[src/hsr_upd_store.sv]
// ----------------------------------------------------------------------------
// hsr_upd_store
// store of filtered samples of the previous emitted row
// ----------------------------------------------------------------------------
module hsr_upd_store #(
  parameter int AW = 6,
  parameter int W  = 24
) (
  input  logic          clk,
  input  logic          wr_en,
  input  logic [AW-1:0] wr_addr,
  input  logic [W-1:0]  wr_data,
  input  logic [AW-1:0] rd_addr,
  output logic [W-1:0]  rd_data
);

  localparam int DEPTH = 2 ** AW;

  logic [W-1:0] mem [DEPTH];

  always_ff @(posedge clk) begin
    if (wr_en) begin
      mem[wr_addr] <= wr_data;
    end
    rd_data <= mem[rd_addr];
  end

endmodule

[config.mk]
export PLATFORM = sky130hd
export DESIGN_NAME = hsr_upd_store
export DESIGN_NICKNAME = d
export VERILOG_FILES = /design/src/hsr_upd_store.sv
export SDC_FILE = /design/constraint.sdc
export NUM_CORES = 1
export LEC_CHECK = 0
export ABC_CLOCK_PERIOD_IN_PS = 11400
export BUFFER_PORTS_ARGS = -buffer_cell sky130_fd_sc_hd__buf_4
export CAP_MARGIN = 25
export CORE_MARGIN = 2
export CORE_UTILIZATION = 30
export CTS_CLUSTER_SIZE = 8
export DETAILED_ROUTE_END_ITERATION = 8
export MAX_ROUTING_LAYER = met4
export PLACE_DENSITY = 0.52
export SYNTH_ARGS = -nofsm -noshare
export SYNTH_HDL_FRONTEND = slang
export SYNTH_SLANG_ARGS = --single-unit
[constraint.sdc]
create_clock -name clk -period 11.4 [get_ports clk]
set_input_delay 3.42 -clock clk [delete_from_list [all_inputs] [get_ports clk]]
set_output_delay 3.42 -clock clk [all_outputs]
set_load 0.02 [all_outputs]
## Word level (Yosys, flattened, before mapping)

Memories as Yosys holds them, arrays and structs flattened. A register that Yosys moved wholly into a read port is not among the register bits.
Index checks and enable logic that the tools add are counted.
W data, S select, Z words.

| storage, ports and cells | value |
|---|---|
| bits in writable memories | 1536 |
| register bits | 0 |
| memories kept | 1 |
| logic and storage cells | 3 |
| output and inout bits | 24 |
| input bits | 38 |

| cells by class | value |
|---|---|
| muxes and demuxes | 2 |

Memories:

| memory | words | bits a word | rd ports | clocked after Yosys merged registers in | wr ports | line | source |
|---|---|---|---|---|---|---|---|
| mem | 64 | 24 | 1 | 1 | 1 | 19 | `logic [W-1:0] mem [DEPTH];` |

Operators with widths:

| cell | number |
|---|---|
| $mux W1 | 2 |

## Longest topological paths before layout

Gate-level depths: netlist of run 1.

| logic depth | value |
|---|---|
| depth in word-level cells | 2 |
| depth in mapped cells | 9 |
| depth with buffers taken out | 5 |

## Least setup slack after synthesis of run 1

Ideal clock, no wire load.

| timing path | value |
|---|---|
| kind | input to register |
| start | input port wr_addr[3] |
| end | memory mem[48][0] (enable) |
| buffers on the path | 1 |
| arrival | 5582 ps |
| library setup time | 435 ps |
| slack | 5383 ps |
| required time | 10965 ps |
| stages | 4 |
| cells stage by stage | clkbuf_1 nor2b_1 nand4b_1 nor3_1 |

RTL lines:

| what | line | source |
|---|---|---|
| start, declared | 11 | `input logic [AW-1:0] wr_addr,` |
| end, declared | 19 |  |

Straight into the memory's write port.

==> results of run 1 <==
==> final timing paths <==
| kind | end | slack, ps | depth (start not counted) |
|---|---|---|---|
| min reg2reg | rd_data[20] | 870 | 4 |
| min | rd_data[20] | 870 | 4 |
| max | rd_data[4] | 5080 | 8 |
| max reg2reg | rd_data[4] | 9230 | 5 |
==> registers in the layout, indices dropped and copies added, names as in the netlist <==
| register | cells |
|---|---|
| mem | 1536 |
| rd_data | 24 |
==> logic make-up after synthesis <==
logic type      Yosys count  synth area share [%]
compound gates          207                  2.44
buf+inv                 144                  1.31
flops                  1560                  78.6
mux                     503                  16.1
simple gates            196                  1.56
==> cell type report <==
class	count	area [um2]	share of cell area, %
clock inverter	14	216	0.312
clock buffer	335	5840	8.41
multi-input combinational	906	12100	17.5
inverter	2	8.76	0.0126
sequential	1560	46600	67.1
timing repair buffer	151	1280	1.85
tap	2640	3300	4.76
antenna	3	7.51	0.0108
==> power by group <==
group	switching [mW]	internal (mW)
logic	0.361	0.212
registers	0.0302	6.36
clock network	2.32	3.47
==> metal layers <==
metal / part of all wire, % / routed length (um) / up-vias / track usage [%]
met1: 42 / 64600 / 15200 / 20.0
met2: 50 / 76400 / 823 / 25.2
li1: - / - / 11600 / -
met4: 2.6 / 4060 / 0 / 4.64
met3: 5.4 / 8220 / 204 / 2.68
met5: 0 / 0 / - / -
==> placed cells by master (no fill, tap or decap), types with 13 or more instances in the layout <==
master and instances:
mux2_2 53, nor2_1 18, nor2_2 49, o21a_1 13, a21oi_1 22, mux2i_1 95, edfxtp_1 1536, nand2_1 36
clkbuf_16 215, nor2_4 13, buf_4 139, clkbuf_1 119, a31oi_1 13, mux4_2 355, a221oi_1 52, and3_1 16
dfxtp_1 24, a22oi_1 29, nand3_1 20, o22ai_1 53
==> worst max-delay path: stages <==
cell and delay [ps]:
buf_8 380, buf_12 490, buf_4 840, mux4_2 410, mux2_2 280, a221oi_1 540
a31oi_1 200, o21a_1 200
==> reports/qor.yml, run 1 <==
yosys:
  syn_inst: 2610
  yosysWarnings: 0
  synth_nets: 2648
  yosysTopAreaCell: "edfxtp_1"
  synth_ff_type: "edfxtp_1"
  synth_area_leaders: "edfxtp_1, mux4_2, mux2i_1"
  synth_edf_count: 1536
  synth_common_cells: "edfxtp_1, mux4_2, mux2i_1"
  syn-mean-instance-area_um2: 22.7
  ys_async_sr_fraction_pct: 0
  ys_seq_area_share_pct: 78.6
  netlist_area_um2: 59300
  ys_ff_latch: 1560
  yosysUniqueCellTypes: 40
  synthMostInstantiatedCell: "edfxtp_1"
  netlist.area_leader.share_pct: 77.8
cts:
  post-cts-setup-buffer-count: 0
  cts-htree-levels: 4
  post_cts_resized: 0
  root_buffer: "clkbuf_16"
  clk_pin_slew_ps: 50
  clock_sink_count: 1560
  worstSkewPairLatency_ps: 820
  clockBufferDepth: 3
  cts-hold-fix-buffers: 0
  cts_tree: "done"
  cts_inserted_buffers: 213
power_and_ir_drop:
  leakagePower_nw: 21.5
  fin_total_pwr_mw: 12.8
  powerDensity_nw_per_um2: 184
  vdd_ir_drop_max_mv: 0.156
die:
  initial_utilization_pct: 30.1
  boundaryPins: 62
  die_area_um2: 201000
  rows: 163
  die_w_um: 449
  die_h_um: 449
  core_area_um2: 197000
timing:
  fin_setup_tns_ps: 0
  setup_violations: 0
  holdWs_ps: 874
  clock_skew_ps: 26.4
  tightest_slew_ps: 1060
  clock.fmax_ghz: 0.158
  timing.final.crit_period_ps: 6320
  slew_headroom_pct: 29.0
  setup_ws_ps: 5080
  slew_violations: 0
  min_period_over_period_pct: 55.5
  final_hold_viol_count: 0
  rsz0062_at_grt: "false"
global_routing:
  antenna_found_initial: 13
  grt_pass1_wl_mm: 219
  overflow: 0
  track_usage_pct: 15.5
  grt_pass1_vias: 28700
  grt_max_degree: 95
setup_path:
  crit_start: "rd_addr[2]"
  endpoint_kind: "register"
  worstPathRequired_ps: 12110
  path_class: "input port to register"
  timing.rr.start: "mem[55][4]"
  worstSetupStartpointType: "input port"
  path_max_fanout: 87
  arrival_ps: 7030
layout:
  final_nets: 2872
  n_fill_cell: 18100
  areaGrowthSynthToFinish_pct: 17.1
  final_cells: 5611
  finish.utilization_pct: 35.3
  fin_area_um2: 69400
  drive_gt1_share_pct: 29.0
place:
  place_area_um2: 63300
  place.gp.congestion: 0.751
  portBuffers: 61
  dp_hpwl_mm: 84.8
  pre_cts_ws_ps: 4200
  dp_cells: 5258
routing:
  vias: 27800
  drt_iter0_drc: 2789
  drc: 0
  first_pass_iters: 5
  wirelength_mm: 153
  via_per_inst: 4.95
  routedWlPerCell_um: 27.3
  ant_nets: 0
min_path:
  hp-class: "register to register"
  min_from: "mem[36][20]"
run:
  max_cap_viol_count: 0
status:
  status: "finished, final reports clean"
No activity file was read; power rests on OpenSTA's default activity.
==> run 2: changes to the inputs <==
- ABC_CLOCK_PERIOD_IN_PS: 11400 -> 6200
- clock period: 11.4 -> 6.2 ns (I/O delays scaled with it)
==> run 2 against run 1 <==
  * Clock-buffer cell count rose by 16
  * Via count grew 0.29%
  * Sequential cell count unchanged
  * Wire length decreased by 0.51%
  * Utilization is 0.15 points higher
  * Combinational power increased by 87%
  * Sequential power grew 85%
==> reports/qor.yml, run 2 (synthesis gave the netlist of run 1 again) <==
place:
  dp_cells: 5272  # was 5,258
  dp_hpwl_mm: 88.0  # was 84.8 mm
  portBuffers: 61  # unchanged
  place.gp.congestion: 0.745  # was 0.751
layout:
  final_cell_mix: "edfxtp_1, mux4_2, clkbuf_16"  # unchanged
  areaGrowthSynthToFinish_pct: 17.6  # was 17.1%
  reg_top3: "mem: 1536 flops, rd_data: 24 flops"  # unchanged
  final_cells: 5645  # was 5,611
  n_fill_cell: 18100  # about the same
  mostFrequentLayoutCell: "edfxtp_1"  # unchanged
  final_nets: 2886  # was 2,872
  largest-register: "mem"  # unchanged
  largest_reg_flops: 1536  # unchanged
  drive_gt1_share_pct: 29.2  # was 29.0%
  finish.utilization_pct: 35.4  # was 35.3%
run:
  max_cap_viol_count: 0  # unchanged
global_routing:
  grt_pass1_wl_mm: 218  # was 219 mm
  grt_use_met3_pct: 2.65  # was 2.68%
  grt_max_degree: 76  # was 95
  use_met2_pct: 24.8  # was 25.2%
  antenna_found_initial: 11  # was 13
  grt-busiest-layer: "met2"  # unchanged
  track_usage_pct: 15.5  # about the same
  overflow: 0  # unchanged
  grt_pass1_vias: 29000  # was 28,700
  use_met1_pct: 19.6  # was 20.0%
routing:
  ant_nets: 0  # unchanged
  wirelength_mm: 152  # was 153 mm
  drt_iter0_drc: 2749  # was 2,789
  routedWlPerCell_um: 27.0  # was 27.3 um
  drc: 0  # unchanged
  first_pass_iters: 5  # unchanged
  via_per_inst: 4.94  # was 4.95
  vias: 27900  # was 27,800
cts:
  worstSkewPairLatency_ps: 830  # was 820 ps
  cts-htree-levels: 4  # unchanged
  clk_pin_slew_ps: 50  # about the same
  clockBufferDepth: 3  # unchanged
  cts_tree: "done"  # unchanged
  cts-hold-fix-buffers: 0  # unchanged
  post_cts_resized: 0  # unchanged
  cts_inserted_buffers: 213  # unchanged
  root_buffer: "clkbuf_16"  # unchanged
  post-cts-setup-buffer-count: 0  # unchanged
  clock_sink_count: 1560  # unchanged
die:
  initial_utilization_pct: 30.1  # unchanged
  die_area_um2: 201000  # unchanged
  boundaryPins: 62  # unchanged
  die_w_um: 449  # unchanged
  rows: 163  # unchanged
  die_h_um: 449  # unchanged
  core_area_um2: 197000  # unchanged
setup_path:
  path_common_cell: "a21oi_1"
  worstPathRequired_ps: 6880  # was 12,110 ps
  cpPeakStageDelay_ps: 600  # was 840 ps
  path_class: "input port to register"  # unchanged
  cp_top_family: "buffers and inverters"  # unchanged
  path_cells: "buf_8, buf_12, mux4_2, mux2_2, a21oi_1, a21oi_1, and3_1"  # was buf_8, buf_12, buf_4, mux4_2, mux2_2, a221oi_1, a31oi_1, o21a_1
  path_max_fanout: 73  # was 87
  path_buf_inv: 2  # was 3
  worstSetupStartpointType: "input port"  # unchanged
  endpoint_kind: "register"  # unchanged
  arrival_ps: 4820  # was 7030 ps
  slowest_stage: "buf_8"  # was buf_4
timing:
  final_hold_viol_count: 0  # unchanged
  rsz0062_at_grt: "false"  # unchanged
  setup_violations: 0  # unchanged
  min_period_over_period_pct: 66.8
  slew_headroom_pct: 29.1  # was 29.0%
  clock_skew_ps: 23.0  # was 26.4 ps
  tightest_slew_ps: 1060  # about the same
  fin_setup_tns_ps: 0  # unchanged
  timing.final.crit_period_ps: 4140
  clock.fmax_ghz: 0.241
  holdWs_ps: 857  # was 874 ps
  slew_violations: 0  # unchanged
min_path:
  hp-class: "register to register"  # unchanged
power_and_ir_drop:
  vdd_ir_drop_max_mv: 0.270  # was 0.156 mV
  powerDensity_nw_per_um2: 338  # was 184 nW/um2
  leakagePower_nw: 21.6  # was 21.5 nW
status:
  status: "finished, final reports clean"  # unchanged
==> run 2: power breakdown <==
group          leakage, nW  total [mW]  switching [mW]  internal, mW
Sequential            14.0        11.8          0.0572          11.7
Clock                 2.93        10.7            4.27          6.46
Combinational         4.64        1.07           0.676         0.395
Total                 21.6        23.6            5.01          18.5
==> run 2: path summary, 6_finish.rpt <==
path | from | end | slack, ps | depth (start not counted)
setup / recovery | rd_addr[0] | rd_data[22] | 2060 | 7
hold / removal | mem[61][9] | rd_data[9] | 860 | 5
hold reg to reg | mem[61][9] | rd_data[9] | 860 | 5
setup reg to reg | mem[55][8] | rd_data[8] | 3780 | 5
==> run 2: area by class of cell <==
class | count | area [um2] | area share (%)
diodes | 7 | 17.5 | 0.0251
clock buffers | 351 | 5900 | 8.46
clock inverters | 14 | 241 | 0.346
inverters | 2 | 7.51 | 0.0108
multi-input cells | 906 | 12200 | 17.4
flip-flops and latches | 1560 | 46600 | 66.8
well taps | 2640 | 3300 | 4.74
repair buffers | 165 | 1490 | 2.13
==> run 2: tightest hold or removal path, delay by kind of cell (launching register included) <==
family	cells	cell delay (ps)
compound gates	3	220
flops	1	310
mux	1	220
simple gates	1	80
==> run 2: routing by layer <==
layer / vias to the layer above / wire length (um)
li1: 11700 / -
met1: 15100 / 64100
met2: 838 / 75700
met3: 247 / 7610
met4: 0 / 5090
met5: - / 0
==> run 2: per-stage QoR <==
step,power (mW),cell area (um2),worst slack [ps]
2_1_floorplan,12.5,59300,1740
3_3_place_gp,13.0,63400,1170
3_5_place_dp,13.1,63500,1180
4_1_cts,23.8,69700,2050
5_1_grt,24.3,69700,1890
6_report,23.6,69700,2060
